--- src/hw/rtl/tat_pkg.sv ---
`default_nettype none
// ----------------------------------------------------------------------------
// tat_pkg
// Shared types and codes for the trusted address table: command bytes,
// result status codes, controller states and the controller/datapath bundles.
// ----------------------------------------------------------------------------
package tat_pkg;

    localparam logic [7:0] CMD_ADD    = 8'h01;
    localparam logic [7:0] CMD_REMOVE = 8'h02;
    localparam logic [7:0] CMD_SCORE  = 8'h03;

    typedef enum logic [3:0] {
        ST_CHECKED   = 4'd0,
        ST_ADDED     = 4'd1,
        ST_DUPLICATE = 4'd2,
        ST_FULL      = 4'd3,
        ST_REMOVED   = 4'd4,
        ST_NOT_FOUND = 4'd5,
        ST_SCORE_SET = 4'd6,
        ST_SHORT     = 4'd7,
        ST_UNKNOWN   = 4'd8
    } t_status;

    typedef enum logic [1:0] {
        S_IDLE,
        S_SCAN,
        S_SHIFT,
        S_FINISH
    } t_state;

    typedef enum logic [1:0] {
        OP_CHECK,
        OP_ADD,
        OP_REMOVE
    } t_op;

    // Commands from the controller to the datapath.
    typedef struct packed {
        logic    load;
        logic    step;
        logic    shift_wr;
        logic    append;
        logic    cnt_dec;
        logic    score_wr;
        logic    out_load;
        logic    out_trusted;
        t_status out_status;
    } t_dp_cmd;

    // Status from the datapath to the controller.
    typedef struct packed {
        logic hit;
        logic scan_end;
        logic full;
        logic out_free;
    } t_dp_sts;

endpackage
`default_nettype wire

--- src/hw/rtl/tat_ctrl.sv ---
`default_nettype none
// ----------------------------------------------------------------------------
// tat_ctrl
// Sequencer for the trusted address table. Decodes each request, steers the
// scan and the compaction pass in the datapath, and picks the result status.
// ----------------------------------------------------------------------------
module tat_ctrl (
    input  wire logic             i_clk,
    input  wire logic             i_rst_n,
    input  wire logic             i_valid,
    output logic                  o_ready,
    input  wire logic             i_func,
    input  wire logic [7:0]       i_command,
    input  wire logic             i_payload_ok,
    input  wire tat_pkg::t_dp_sts i_sts,
    output tat_pkg::t_dp_cmd      o_cmd
);

    tat_pkg::t_state  r_state,   n_state;
    tat_pkg::t_op     r_op,      n_op;
    tat_pkg::t_status r_status,  n_status;
    logic             r_trusted, n_trusted;

    always_ff @(posedge i_clk) begin
        if (!i_rst_n) begin
            r_state   <= tat_pkg::S_IDLE;
            r_op      <= tat_pkg::OP_CHECK;
            r_status  <= tat_pkg::ST_CHECKED;
            r_trusted <= 1'b0;
        end else begin
            r_state   <= n_state;
            r_op      <= n_op;
            r_status  <= n_status;
            r_trusted <= n_trusted;
        end
    end

    always_comb begin
        n_state   = r_state;
        n_op      = r_op;
        n_status  = r_status;
        n_trusted = r_trusted;
        o_cmd     = '0;
        case (r_state)
            tat_pkg::S_IDLE: begin
                if (i_valid) begin
                    o_cmd.load = 1'b1;
                    n_trusted  = 1'b0;
                    n_status   = tat_pkg::ST_CHECKED;
                    if (!i_func) begin
                        n_op    = tat_pkg::OP_CHECK;
                        n_state = tat_pkg::S_SCAN;
                    end else if (i_command != tat_pkg::CMD_ADD &&
                                 i_command != tat_pkg::CMD_REMOVE &&
                                 i_command != tat_pkg::CMD_SCORE) begin
                        n_status = tat_pkg::ST_UNKNOWN;
                        n_state  = tat_pkg::S_FINISH;
                    end else if (!i_payload_ok) begin
                        n_status = tat_pkg::ST_SHORT;
                        n_state  = tat_pkg::S_FINISH;
                    end else if (i_command == tat_pkg::CMD_SCORE) begin
                        o_cmd.score_wr = 1'b1;
                        n_status       = tat_pkg::ST_SCORE_SET;
                        n_state        = tat_pkg::S_FINISH;
                    end else if (i_command == tat_pkg::CMD_ADD) begin
                        n_op    = tat_pkg::OP_ADD;
                        n_state = tat_pkg::S_SCAN;
                    end else begin
                        n_op    = tat_pkg::OP_REMOVE;
                        n_state = tat_pkg::S_SCAN;
                    end
                end
            end
            tat_pkg::S_SCAN: begin
                if (i_sts.hit) begin
                    case (r_op)
                        tat_pkg::OP_CHECK: begin
                            n_trusted = 1'b1;
                            n_status  = tat_pkg::ST_CHECKED;
                            n_state   = tat_pkg::S_FINISH;
                        end
                        tat_pkg::OP_ADD: begin
                            n_status = tat_pkg::ST_DUPLICATE;
                            n_state  = tat_pkg::S_FINISH;
                        end
                        default: begin
                            // Start pulling the later entries down one slot.
                            o_cmd.step = 1'b1;
                            n_state    = tat_pkg::S_SHIFT;
                        end
                    endcase
                end else if (i_sts.scan_end) begin
                    case (r_op)
                        tat_pkg::OP_CHECK: begin
                            n_status = tat_pkg::ST_CHECKED;
                        end
                        tat_pkg::OP_ADD: begin
                            if (i_sts.full) begin
                                n_status = tat_pkg::ST_FULL;
                            end else begin
                                o_cmd.append = 1'b1;
                                n_status     = tat_pkg::ST_ADDED;
                            end
                        end
                        default: begin
                            n_status = tat_pkg::ST_NOT_FOUND;
                        end
                    endcase
                    n_state = tat_pkg::S_FINISH;
                end else begin
                    o_cmd.step = 1'b1;
                end
            end
            tat_pkg::S_SHIFT: begin
                if (i_sts.scan_end) begin
                    o_cmd.cnt_dec = 1'b1;
                    n_status      = tat_pkg::ST_REMOVED;
                    n_state       = tat_pkg::S_FINISH;
                end else begin
                    o_cmd.shift_wr = 1'b1;
                    o_cmd.step     = 1'b1;
                end
            end
            tat_pkg::S_FINISH: begin
                if (i_sts.out_free) begin
                    o_cmd.out_load = 1'b1;
                    n_state        = tat_pkg::S_IDLE;
                end
            end
            default: begin
                n_state = tat_pkg::S_IDLE;
            end
        endcase
        o_cmd.out_trusted = r_trusted;
        o_cmd.out_status  = r_status;
    end

    assign o_ready = (r_state == tat_pkg::S_IDLE);

endmodule
`default_nettype wire

--- src/hw/rtl/tat_dpath.sv ---
`default_nettype none
// ----------------------------------------------------------------------------
// tat_dpath
// Datapath of the trusted address table: address memory with a registered
// read port, scan pointer and compare stage, entry count, score register and
// the result register.
// ----------------------------------------------------------------------------
module tat_dpath #(
    parameter int TABLE_DEPTH = 16
) (
    input  wire logic             i_clk,
    input  wire logic             i_rst_n,
    input  wire logic             i_func,
    input  wire logic [31:0]      i_source_address,
    input  wire logic [31:0]      i_payload_word,
    input  wire logic             i_ready,
    input  wire tat_pkg::t_dp_cmd i_cmd,
    output tat_pkg::t_dp_sts      o_sts,
    output logic                  o_valid,
    output logic                  o_is_trusted,
    output logic [3:0]            o_status,
    output logic [4:0]            o_entry_count,
    output logic [31:0]           o_security_score
);

    localparam int IDX_W = (TABLE_DEPTH > 1) ? $clog2(TABLE_DEPTH) : 1;
    localparam int CNT_W = $clog2(TABLE_DEPTH + 1);
    localparam logic [CNT_W-1:0] DEPTH_CNT = CNT_W'(TABLE_DEPTH);

    logic [31:0]      mem [TABLE_DEPTH];
    logic [31:0]      r_key;
    logic [31:0]      r_rd_data;
    logic [CNT_W-1:0] r_rd_idx;
    logic [CNT_W-1:0] r_cmp_idx;
    logic             r_cmp_vld;
    logic [CNT_W-1:0] r_count;
    logic [31:0]      r_score;
    logic             r_out_valid;

    logic             rd_go;
    logic             wr_en;
    logic [IDX_W-1:0] wr_addr;
    logic [31:0]      wr_data;
    logic [CNT_W-1:0] shift_addr;
    logic [CNT_W+4:0] cnt_ext;

    assign rd_go      = i_cmd.step && (r_rd_idx < r_count);
    assign shift_addr = r_cmp_idx - 1'b1;
    assign wr_en      = i_cmd.append || (i_cmd.shift_wr && r_cmp_vld);
    assign wr_addr    = i_cmd.append ? r_count[IDX_W-1:0] : shift_addr[IDX_W-1:0];
    assign wr_data    = i_cmd.append ? r_key : r_rd_data;
    assign cnt_ext    = {5'd0, r_count};

    assign o_sts.hit      = r_cmp_vld && (r_rd_data == r_key);
    assign o_sts.scan_end = !r_cmp_vld && (r_rd_idx >= r_count);
    assign o_sts.full     = (r_count >= DEPTH_CNT);
    assign o_sts.out_free = !r_out_valid || i_ready;

    // Address memory: one write and one registered read per cycle.
    always_ff @(posedge i_clk) begin
        if (wr_en) begin
            mem[wr_addr] <= wr_data;
        end
        if (rd_go) begin
            r_rd_data <= mem[r_rd_idx[IDX_W-1:0]];
        end
    end

    always_ff @(posedge i_clk) begin
        if (i_cmd.load) begin
            r_key <= i_func ? i_payload_word : i_source_address;
        end
        if (i_cmd.step && rd_go) begin
            r_cmp_idx <= r_rd_idx;
        end
        if (i_cmd.out_load) begin
            o_is_trusted     <= i_cmd.out_trusted;
            o_status         <= i_cmd.out_status;
            o_entry_count    <= cnt_ext[4:0];
            o_security_score <= r_score;
        end
    end

    always_ff @(posedge i_clk) begin
        if (!i_rst_n) begin
            r_rd_idx    <= '0;
            r_cmp_vld   <= 1'b0;
            r_count     <= '0;
            r_score     <= '0;
            r_out_valid <= 1'b0;
        end else begin
            if (i_cmd.load) begin
                r_rd_idx  <= '0;
                r_cmp_vld <= 1'b0;
            end else if (i_cmd.step) begin
                if (rd_go) begin
                    r_rd_idx  <= r_rd_idx + 1'b1;
                    r_cmp_vld <= 1'b1;
                end else begin
                    r_cmp_vld <= 1'b0;
                end
            end
            if (i_cmd.append) begin
                r_count <= r_count + 1'b1;
            end else if (i_cmd.cnt_dec) begin
                r_count <= r_count - 1'b1;
            end
            if (i_cmd.score_wr) begin
                r_score <= i_payload_word;
            end
            if (i_cmd.out_load) begin
                r_out_valid <= 1'b1;
            end else if (i_ready) begin
                r_out_valid <= 1'b0;
            end
        end
    end

    assign o_valid = r_out_valid;

`ifndef SYNTHESIS
    a_count_bound: assert property (@(posedge i_clk) disable iff (!i_rst_n)
        r_count <= DEPTH_CNT)
        else $error("entry count above table depth");
    a_append_room: assert property (@(posedge i_clk) disable iff (!i_rst_n)
        i_cmd.append |-> (r_count < DEPTH_CNT))
        else $error("append into a full table");
    a_dec_nonzero: assert property (@(posedge i_clk) disable iff (!i_rst_n)
        i_cmd.cnt_dec |-> (r_count != '0))
        else $error("remove from an empty table");
    a_shift_addr: assert property (@(posedge i_clk) disable iff (!i_rst_n)
        (i_cmd.shift_wr && r_cmp_vld) |-> (r_cmp_idx != '0 && r_cmp_idx < r_count))
        else $error("compaction write outside the valid entries");
    a_out_no_overrun: assert property (@(posedge i_clk) disable iff (!i_rst_n)
        (r_out_valid && !i_ready) |=> (r_out_valid && $stable(o_status)))
        else $error("pending result overwritten");
`endif

endmodule
`default_nettype wire

--- src/hw/rtl/trusted_address_table_top.sv ---
`default_nettype none
// ----------------------------------------------------------------------------
// trusted_address_table_top
// A check, add or remove scans the stored entries before its result is
// valid; score, short and unknown requests go straight to the result.
// Requests are taken one at a time; the scan reads one entry a cycle
// through the single memory read port.
// Reset: synchronous, clears the entry count, the score and all handshakes.
// ----------------------------------------------------------------------------
module trusted_address_table_top #(
    parameter int TABLE_DEPTH = 16
) (
    input  wire logic        i_clk,
    input  wire logic        i_rst_n,
    // Request channel.
    input  wire logic        i_valid,
    output logic             o_ready,
    input  wire logic        i_func,
    input  wire logic [31:0] i_source_address,
    input  wire logic [7:0]  i_command,
    input  wire logic [31:0] i_payload_word,
    input  wire logic        i_payload_ok,
    // Result channel.
    output logic             o_valid,
    input  wire logic        i_ready,
    output logic             o_is_trusted,
    output logic [3:0]       o_status,
    output logic [4:0]       o_entry_count,
    output logic [31:0]      o_security_score
);

    // The controller decodes a request in the cycle it is accepted. Checks,
    // adds and removes then walk the compact list from entry zero; the
    // memory read is pipelined so one entry is compared each cycle. A remove
    // that finds its address keeps the same read pointer running and writes
    // each later entry one slot down, then drops the count.
    //
    // The result sits in a register of its own, so a new request is taken
    // as soon as the controller is back in idle, even while the previous
    // result still waits for the consumer.
    tat_pkg::t_dp_cmd dp_cmd;
    tat_pkg::t_dp_sts dp_sts;

    tat_ctrl u_ctrl (
        .i_clk        (i_clk),
        .i_rst_n      (i_rst_n),
        .i_valid      (i_valid),
        .o_ready      (o_ready),
        .i_func       (i_func),
        .i_command    (i_command),
        .i_payload_ok (i_payload_ok),
        .i_sts        (dp_sts),
        .o_cmd        (dp_cmd)
    );

    // The address entries are never cleared; only entries below the count
    // are ever read, so their power-up contents cannot reach a result.
    tat_dpath #(
        .TABLE_DEPTH (TABLE_DEPTH)
    ) u_dpath (
        .i_clk            (i_clk),
        .i_rst_n          (i_rst_n),
        .i_func           (i_func),
        .i_source_address (i_source_address),
        .i_payload_word   (i_payload_word),
        .i_ready          (i_ready),
        .i_cmd            (dp_cmd),
        .o_sts            (dp_sts),
        .o_valid          (o_valid),
        .o_is_trusted     (o_is_trusted),
        .o_status         (o_status),
        .o_entry_count    (o_entry_count),
        .o_security_score (o_security_score)
    );

endmodule
`default_nettype wire

--- config.mk ---
export PLATFORM = sky130hd
export DESIGN_NAME = trusted_address_table_top
export DESIGN_NICKNAME = d
export VERILOG_FILES = /design/src/hw/rtl/tat_pkg.sv /design/src/hw/rtl/tat_ctrl.sv /design/src/hw/rtl/tat_dpath.sv /design/src/hw/rtl/trusted_address_table_top.sv
export SDC_FILE = /design/constraint.sdc
export NUM_CORES = 1
export LEC_CHECK = 0
export BUFFER_PORTS_ARGS = -buffer_cell sky130_fd_sc_hd__buf_2
export CORE_MARGIN = 2
export CORE_UTILIZATION = 45
export DETAILED_ROUTE_END_ITERATION = 7
export MAX_ROUTING_LAYER = met4
export PLACE_DENSITY = 0.6
export SETUP_SLACK_MARGIN = 0.1
export SLEW_MARGIN = 20
export SYNTH_ARGS = -nofsm -noshare
export SYNTH_HDL_FRONTEND = slang
export SYNTH_SLANG_ARGS = --single-unit
--- constraint.sdc ---
create_clock -name i_clk -period 9.7 [get_ports i_clk]
set_input_delay 0 -clock i_clk [delete_from_list [all_inputs] [get_ports i_clk]]
set_output_delay 0 -clock i_clk [all_outputs]
set_load 0.005 [all_outputs]
==> results of run 1 <==
-- tightest hold or removal path: cells and delay by family --
family	cells	cell delay (ns)
AO/OA/AOI/OAI	1	0.19
buffers and inverters	1	0.08
multiplexers	1	0.08
AND/OR/NAND/NOR	3	0.29
-- state kept, by name, indices dropped and copies added (netlist names) --
signal / count
u_dpath.r_cmp_idx: 4
u_dpath.r_count: 5
u_dpath.mem: 512
u_dpath.r_rd_idx: 5
u_dpath.o_valid: 1
u_dpath.o_entry_count: 5
u_ctrl.r_trusted: 1
u_ctrl.r_state: 2
u_ctrl.r_op: 2
u_dpath.r_score: 32
u_dpath.o_is_trusted: 1
u_dpath.o_security_score: 32
u_dpath.r_key: 32
u_dpath.o_status: 4
u_dpath.r_cmp_vld: 1
u_ctrl.r_status: 4
u_dpath.r_rd_data: 32
-- metal layers --
metal / share of wire (%) / routed length, um / global-route usage [%] / vias up
li1: - / - / - / 5954
met1: 45 / 25870 / 27.10 / 6936
met2: 49 / 28610 / 32.21 / 358
met3: 4.6 / 2645 / 2.865 / 67
met4: 1.6 / 905 / 5.191 / 0
met5: 0 / 0 / - / -
-- stage by stage --
stage / power [mW] / hold slack, ns
global route: 6.900 / 0.1430
finish: 6.653 / 0.08887
detailed placement: 4.031 / 0.2605
floorplan: 3.815 / 0.1360
global placement: 4.023 / 0.2549
CTS: 6.718 / 0.05741
-- where the power goes --
| group | switching (mW) | internal [mW] |
|---|---|---|
| sequential | 0.0793 | 3.30 |
| combinational | 0.365 | 0.250 |
| clock | 1.08 | 1.59 |
| total | 1.52 | 5.13 |
-- worst min-delay path by stage --
stage | end | start | cells after the start
6_report | u_ctrl.r_op[1] | i_command[6] | 6
5_1_grt | u_ctrl.r_op[1] | i_command[6] | 6
4_1_cts | u_ctrl.r_op[1] | i_command[7] | 6
3_5_place_dp | u_dpath.r_score[19] | i_payload_word[19] | 3
3_3_place_gp | u_dpath.r_score[31] | i_payload_word[31] | 3
2_1_floorplan | u_dpath.r_score[0] | i_payload_word[0] | 2
-- layout make-up --
class	count	area, um^2
Fill cell	4466	26730
Sequential cell	675	19750
Clock buffer	91	1956
Clock inverter	36	345.3
Multi-Input combinational cell	616	6464
Tap cell	765	957.2
Inverter	21	78.83
Timing Repair Buffer	225	1637
-- synth_stat cells, drive strengths merged (3+ instances only) --
master and count:
a21oi 47, a31oi 7, buf 44, clkbuf 22, dfxtp 53, edfxtp 622
ha 15, inv 20, mux2 32, mux2i 8, mux4 160, nand2 185
nand3 5, nand4 12, nor2 38, nor2b 4, nor3 10, nor4 4
o21ai 9, or2 3, xnor2 38
-- kinds of logic (layout without fill, tap and decap cells) --
logic type | count (synthesis) | after routing | synth area share, %
simple gates | 273 | 273 | 4.443
buf+inv | 87 | 373 | 1.620
flops | 675 | 675 | 74.49
xor+xnor | 39 | 39 | 1.289
mux | 200 | 200 | 15.26
compound gates | 88 | 88 | 2.111
fa+ha+maj | 16 | 16 | 0.7838
==> impl_metrics.ini, run 1 <==
[global_route]
grt_pass1_vias = 13720
grt_start_max_net_pins = 97
grt_pass1_wl_um = 86680
antenna_found_initial = 0
grt-ovfl-total = 0
grt_use_total_pct = 20.02

[setup_path]
cp_data_required_time_ns = 10.05
critPathLaunchType = register
worst-path-buf-inv = 4
path_cells = buf_4 -> ha_1 -> nand2_1 -> o21ai_0 -> o211a_1 -> inv_1 -> buf_4 -> nor2_1 -> a22oi_1 -> nor2_4 -> buf_12
r2r-end = u_dpath.mem[1][26]
worstPathMaxFanout = 42
reg2reg_depth = 11
worst_r2r_startpoint = u_dpath.r_rd_idx[3]
crit_cells = 11
path_delay_family = buffers and inverters
cpMaxStageDelayCell = a22oi_1
setup.worst_path.start = u_dpath.r_rd_idx[3]
worst-setup-path-type = register to register
slowest_delay_ns = 0.76
end_kind = register
arrival_ns = 4.22
reg2reg_slack_ns = 5.83
crit_end = u_dpath.mem[1][26]
cp_common_cell = buf_4

[layout]
design_area_mm2 = 0.03119
n_antenna_cell = 0
finalNonFillerCells = 2429
drive_above_1_share_pct = 28.85
final_cell_mix = edfxtp_1, nand2_1, mux4_2
post-route-util_pct = 53.85
nets = 1703
layout_commonest_cell = edfxtp_1
syn_to_final_growth_pct = 17.69

[pwr]
power.leakage_nw = 10.00
p_per_area_mw_per_mm2 = 213.3
ir_drop_v = 0.0001209

[worst_hold_path]
hold_class = input pin to register

[drt]
routed_wl_um = 58020
dr_total_vias = 13320
via_per_inst = 5.482
drt-initial-drc-count = 1016
ant_nets = 0
dr.pass1.iters = 7
drc = 0
wl_per_cell_um = 23.89

[yosys]
yosysTopAreaCellShare_pct = 70.49
synth-edff-count = 622
ys_warn_count = 0
syn_inst = 1378
synthArstFlopShare_pct = 0
syn_nets = 1472
synth_top_cell_by_area = edfxtp_1
syn_area_mm2 = 0.02650
synth_cell_types = 61
ys_seq_elements = 675
synthTopCellsByArea = edfxtp_1, mux4_2, dfxtp_1, nand2_1, mux2_2
ys.flop_type = edfxtp_1
syn_area_per_cell_um2 = 19.23
synth.yosys.seq_area_share_pct = 74.49

[timing]
finalMaxSlewViolations = 0
tightest_slew_ns = 1.074
relSlewSlack_pct = 28.33
setup_viol = 0
rsz0062_at_grt = no
hold_viol = 0
layout_min_cycle_time_ns = 3.874
final.period_utilization_pct = 39.93
skew_ns = 0.02179
timing.fmax_ghz = 0.2582
fin_ws_ns = 5.826
finalSetupTns_ns = 0

[placement]
dpl_worst_slack_ns = 5.533
dp.cells = 2225
gp_congestion = 0.7748
portBuffers = 121
dpl_cell_area_mm2 = 0.02809
dp_hpwl_um = 33800

[status]
status = completed

[clocking]
clk_latency_ns = 0.60
clk_pin_slew_worst_paths_ns = 0.06
cts_tree = done
cts.repair_timing.setup_buffer_count = 0
htreeDepth = 3
post_cts_resized = 0
clkSinkCount = 675
cts_made_buffers = 70
ctsHoldBuffers = 75
clockBufferDepth = 3
clock-root-buffer = clkbuf_16

[floorplanning]
num_io_pins = 122
die-height_um = 246.7
fp.dieW_um = 246.7
rows = 88
core_area_mm2 = 0.05792
die-area_mm2 = 0.06084
initial_utilization_pct = 45.75

[job]
drv_cap = 0
Power figures use the tool's default switching activity.
==> inputs of run 2 (changes only) <==
==> constraint.sdc (replaced) <==
create_clock -name i_clk -period 3.8 [get_ports i_clk]
set_input_delay 0 -clock i_clk [delete_from_list [all_inputs] [get_ports i_clk]]
set_output_delay 0 -clock i_clk [all_outputs]
set_load 0.005 [all_outputs]
==> impl_metrics.ini, run 2 (same netlist as run 1, synthesis figures left out) <==
[timing]
hold_viol = 0
finalSetupTns_ns = 0
relSlewSlack_pct = 30.15
timing.fmax_ghz = 0.2876
rsz0062_at_grt = no
skew_ns = 0.02042
tightest_slew_ns = 1.043
layout_min_cycle_time_ns = 3.477
final.period_utilization_pct = 91.49
setup_viol = 0
finalMaxSlewViolations = 0

[pwr]
p_per_area_mw_per_mm2 = 548.9
power.leakage_nw = 10.12
ir_drop_v = 0.0003171

[drt]
dr.pass1.iters = 5
wl_per_cell_um = 25.63
met3_length_um = 4085
ant_nets = 0
drc = 0
routed_wl_um = 62590
dr_total_vias = 13580
via_per_inst = 5.562
wl_met2_um = 30140
drt-initial-drc-count = 1096
met1_length_um = 26540
top_layer = met4

[clocking]
cts_made_buffers = 70
clk_latency_ns = 0.62
clkSinkCount = 675
htreeDepth = 3
clk_pin_slew_worst_paths_ns = 0.06
clock-root-buffer = clkbuf_16
clockBufferDepth = 3
cts_tree = done
cts.repair_timing.setup_buffer_count = 0

[setup_path]
r2r-end = u_dpath.mem[8][25]
cpMaxStageDelayCell = a2bb2oi_1
worst_r2r_startpoint = u_dpath.r_count[2]
worst-path-buf-inv = 3
cp_data_required_time_ns = 4.16
slowest_delay_ns = 0.74
worstPathMaxFanout = 18
reg2reg_depth = 10
end_kind = register
arrival_ns = 3.83
cp_common_cell = inv_1
path_cells = inv_1 -> ha_1 -> a21oi_1 -> o21ai_0 -> o211a_1 -> inv_1 -> nor2_1 -> a2bb2oi_1 -> nor2_4 -> buf_12
path_delay_family = compound AO/OA/AOI/OAI gates
critPathLaunchType = register
reg2reg_slack_ns = 0.32
worst-setup-path-type = register to register

[layout]
syn_to_final_growth_pct = 18.52
regMostFlops = u_dpath.mem
layout_commonest_cell = edfxtp_1
largest_reg_flops = 512
finalNonFillerCells = 2442
n_antenna_cell = 0
nFillCells = 4514
final_cell_mix = edfxtp_1, nand2_1, mux4_2
nets = 1713
drive_above_1_share_pct = 29.58
design_area_mm2 = 0.03141

[placement]
dpl_cell_area_mm2 = 0.02832
gp_congestion = 0.7997
portBuffers = 121
dp.cells = 2240
dp_hpwl_um = 38240

[floorplanning]
core_area_mm2 = 0.05792
num_io_pins = 122
initial_utilization_pct = 45.75
die-height_um = 246.7
die-area_mm2 = 0.06084
rows = 88
fp.dieW_um = 246.7

[global_route]
grt_start_max_net_pins = 133
grt_use_total_pct = 21.68
antenna_found_initial = 2
grt-ovfl-total = 0
grt_pass1_vias = 13810
grt_pass1_wl_um = 91950

[worst_hold_path]
hold_class = input pin to register
hold_end = u_ctrl.r_op[1]
min_from = i_command[6]
hold_depth = 6

[status]
status = completed

[job]
drv_cap = 0
==> run 2: cell types whose count changed in the layout (fill, tap and decap cells not counted), sizes merged <==
cell,change
dlygate4sd3,-3
clkinvlp,-2
buf,+13
bufinv,+3
clkinv,+1
clkbuf,-2
inv,+3
==> run 2: worst reg2reg max path, stage by stage, from the launching register on <==
cell and delay [ns]:
dfxtp_1 0.42, inv_1 0.12, ha_1 0.32, a21oi_1 0.20, o21ai_0 0.14, o211a_1 0.26
inv_1 0.37, nor2_1 0.11, a2bb2oi_1 0.74, nor2_4 0.26, buf_12 0.27
==> run 2: worst max path at each step <==
stage                         from                 end  cells past startpoint
2_1_floorplan  u_dpath.r_rd_idx[0]   u_dpath.mem[0][0]                     13
3_5_place_dp    u_dpath.r_count[2]  u_dpath.mem[8][16]                     10
6_report        u_dpath.r_count[2]  u_dpath.mem[8][25]                     10
4_1_cts         u_dpath.r_count[2]  u_dpath.mem[8][28]                     10
3_3_place_gp    u_dpath.r_count[2]  u_dpath.mem[8][16]                     10
5_1_grt         u_dpath.r_count[2]  u_dpath.mem[8][16]                     10
==> run 2: layer usage <==
layer,global-route usage [%],vias up
met4,7.672,0
met1,28.58,7034
met2,34.27,461
met5,-,-
li1,-,5983
met3,3.799,104
==> run 2: final cells by class <==
type                    instances  area (um^2)  share of cell area (%)
clock inverters                41        485.5                   1.546
well taps                     765        957.2                   3.048
inverters                      21        78.83                  0.2510
multi-input cells             616         6470                   20.60
flip-flops and latches        675        19750                   62.88
clock buffers                  89         1874                   5.968
repair buffers                235         1792                   5.705
==> run 2: timing repair <==
item / CTS / global route
setup endpoints to repair: 0 / 7
gates resized for setup: 0 / 1
hold buffers: 72 / 0
hold endpoints to repair: 78 / 0
==> run 2: where the power goes <==
part	switching (mW)	internal (mW)	total (mW)	leakage, nW
clock	2.86	4.15	7.01	1.16
sequential	0.165	8.42	8.58	6.06
combinational	1.00	0.648	1.65	2.90
total	4.03	13.2	17.2	10.1
==> run 2: per-stage QoR <==
stage | hold WS [ns] | setup slack (ns) | power [mW] | utilization, %
after global placement | 0.2535 | 0.3959 | 10.30 | 48.90
after global routing | 0.06817 | 0.2007 | 17.84 | 54.23
after CTS | 0.01488 | 0.3272 | 17.41 | 54.22
after floorplan | 0.1360 | 0.09029 | 9.739 | -
final | 0.04109 | 0.3232 | 17.24 | 54.23
after detailed placement | 0.2587 | 0.3464 | 10.33 | 48.90
==> inputs of run 3 (changes only) <==
==> constraint.sdc (replaced) <==
create_clock -name i_clk -period 4 [get_ports i_clk]
set_input_delay 0 -clock i_clk [delete_from_list [all_inputs] [get_ports i_clk]]
set_output_delay 0 -clock i_clk [all_outputs]
set_load 0.005 [all_outputs]
==> impl_metrics.ini, run 3 (same netlist as run 1, synthesis figures left out) <==
[status]
status = completed

[drt]
drc = 0
dr.pass1.iters = 5
drt-initial-drc-count = 1162
wl_per_cell_um = 25.92
dr_total_vias = 13670
routed_wl_um = 63510
ant_nets = 0
via_per_inst = 5.579

[global_route]
grt_start_max_net_pins = 133
grt_pass1_wl_um = 91790
grt_pass1_vias = 13790
grt_use_total_pct = 21.86
grt-ovfl-total = 0
antenna_found_initial = 4

[clocking]
ctsHoldBuffers = 89
clock-root-buffer = clkbuf_16
clk_pin_slew_worst_paths_ns = 0.06
htreeDepth = 3
cts.repair_timing.setup_buffer_count = 0
post_cts_resized = 0
cts_made_buffers = 70
clkSinkCount = 675
clockBufferDepth = 3
clk_latency_ns = 0.61
cts_tree = done

[pwr]
combPwrFrac_pct = 9.5
power.share.switching_pct = 23.43
internal-power_mw = 12.43
ir_drop_v = 0.0002867
power.leakage_nw = 10.08
clockPowerShare_pct = 40.1
switchingPower_mw = 3.804
p_per_area_mw_per_mm2 = 517.0
fin_total_pwr_mw = 16.23
seqPwrFrac_pct = 50.4

[layout]
design_area_mm2 = 0.03140
nets = 1722
regMostFlops = u_dpath.mem
final_cell_mix = edfxtp_1, nand2_1, mux4_2
n_antenna_cell = 0
largest_reg_flops = 512
finalNonFillerCells = 2450
layout_commonest_cell = edfxtp_1
nFillCells = 4461
syn_to_final_growth_pct = 18.49
drive_above_1_share_pct = 29.08
post-route-util_pct = 54.21

[timing]
skew_ns = 0.02854
timing.fmax_ghz = 0.2802
finalSetupTns_ns = 0
layout_min_cycle_time_ns = 3.569
tightest_slew_ns = 1.035
finalMaxSlewViolations = 0
rsz0062_at_grt = no
relSlewSlack_pct = 30.66
hold_viol = 0
final.period_utilization_pct = 89.22
setup_viol = 0

[placement]
dp.cells = 2232
dpl_cell_area_mm2 = 0.02820
dp_hpwl_um = 37550
gp_congestion = 0.8056
portBuffers = 121

[floorplanning]
die-height_um = 246.7
core_area_mm2 = 0.05792
initial_utilization_pct = 45.75
rows = 88
num_io_pins = 122
fp.dieW_um = 246.7
die-area_mm2 = 0.06084

[setup_path]
worstPathMaxFanout = 25
worst-setup-path-type = register to register
reg2reg_depth = 10
reg2reg_slack_ns = 0.43
end_kind = register
setup.worst_path.start = u_dpath.r_count[2]
crit_end = u_dpath.mem[13][25]
arrival_ns = 3.91
worst_r2r_startpoint = u_dpath.r_count[2]
r2r-end = u_dpath.mem[13][25]
critPathLaunchType = register
cp_data_required_time_ns = 4.34

[job]
drv_cap = 0

[worst_hold_path]
hold_class = input pin to register
min_from = i_command[2]
==> run 3: cell types whose count changed in the layout (fill, tap and decap cells not counted), moves of 2 or more <==
cell and change:
bufinv_16 -4, clkbuf_16 +3, clkinv_2 +4, buf_12 -5
inv_16 -2, buf_4 -3, clkbuf_1 -3, dlygate4sd3_1 +17
clkbuf_8 +3
==> run 3: cell type report <==
type                    count  area, um^2  share of cell area (%)
well taps                 765       957.2                   3.049
multi-input cells         616        6464                   20.59
inverters                  21       78.83                  0.2511
clock inverters            37       330.3                   1.052
flip-flops and latches    675       19750                   62.90
repair buffers            244        1839                   5.858
clock buffers              92        1979                   6.304
==> run 3: through the flow <==
step / hold slack [ns] / setup slack, ns
after floorplan: 0.1360 / 0.2903
after global placement: 0.2487 / 0.5527
after detailed placement: 0.2600 / 0.4953
after CTS: 0.01916 / 0.4663
after global routing: 0.1389 / 0.2267
final: 0.07470 / 0.4313
==> run 3: routing by layer <==
metal,wire length [um],GRT usage [%],vias to the layer above
met4,1425,6.751,0
met1,27110,29.57,7130
met3,4331,3.657,87
li1,-,-,5986
met2,30640,34.30,465
met5,0,-,-
==> run 3: worst max-delay path, stage by stage, from the launching register on <==
cell	delay [ns]
dfxtp_1	0.43
inv_1	0.11
ha_1	0.32
a21oi_1	0.20
o21ai_0	0.13
o211a_1	0.33
inv_1	0.41
nor2_1	0.12
a22oi_1	0.78
nor2_4	0.21
buf_12	0.25
==> run 3: how the worst min path moves through the flow <==
| stage | to | cells after the start |
|---|---|---|
| after global placement | u_dpath.r_score[3] | 3 |
| final | u_ctrl.r_status[0] | 7 |
| after floorplan | u_dpath.r_score[0] | 2 |
| after detailed placement | u_dpath.r_score[3] | 3 |
| after global routing | u_ctrl.r_status[0] | 7 |
| after CTS | u_ctrl.r_op[1] | 6 |
==> run 3: power by group through the flow <==
stage          clock network, mW  logic [mW]  registers (mW)
2_1_floorplan                  0        1.00            8.25
3_5_place_dp                   0        1.48            8.32
4_1_cts                     6.64        1.55            8.18
6_report                    6.51        1.55            8.18
5_1_grt                     6.89        1.70            8.19
3_3_place_gp                   0        1.46            8.32
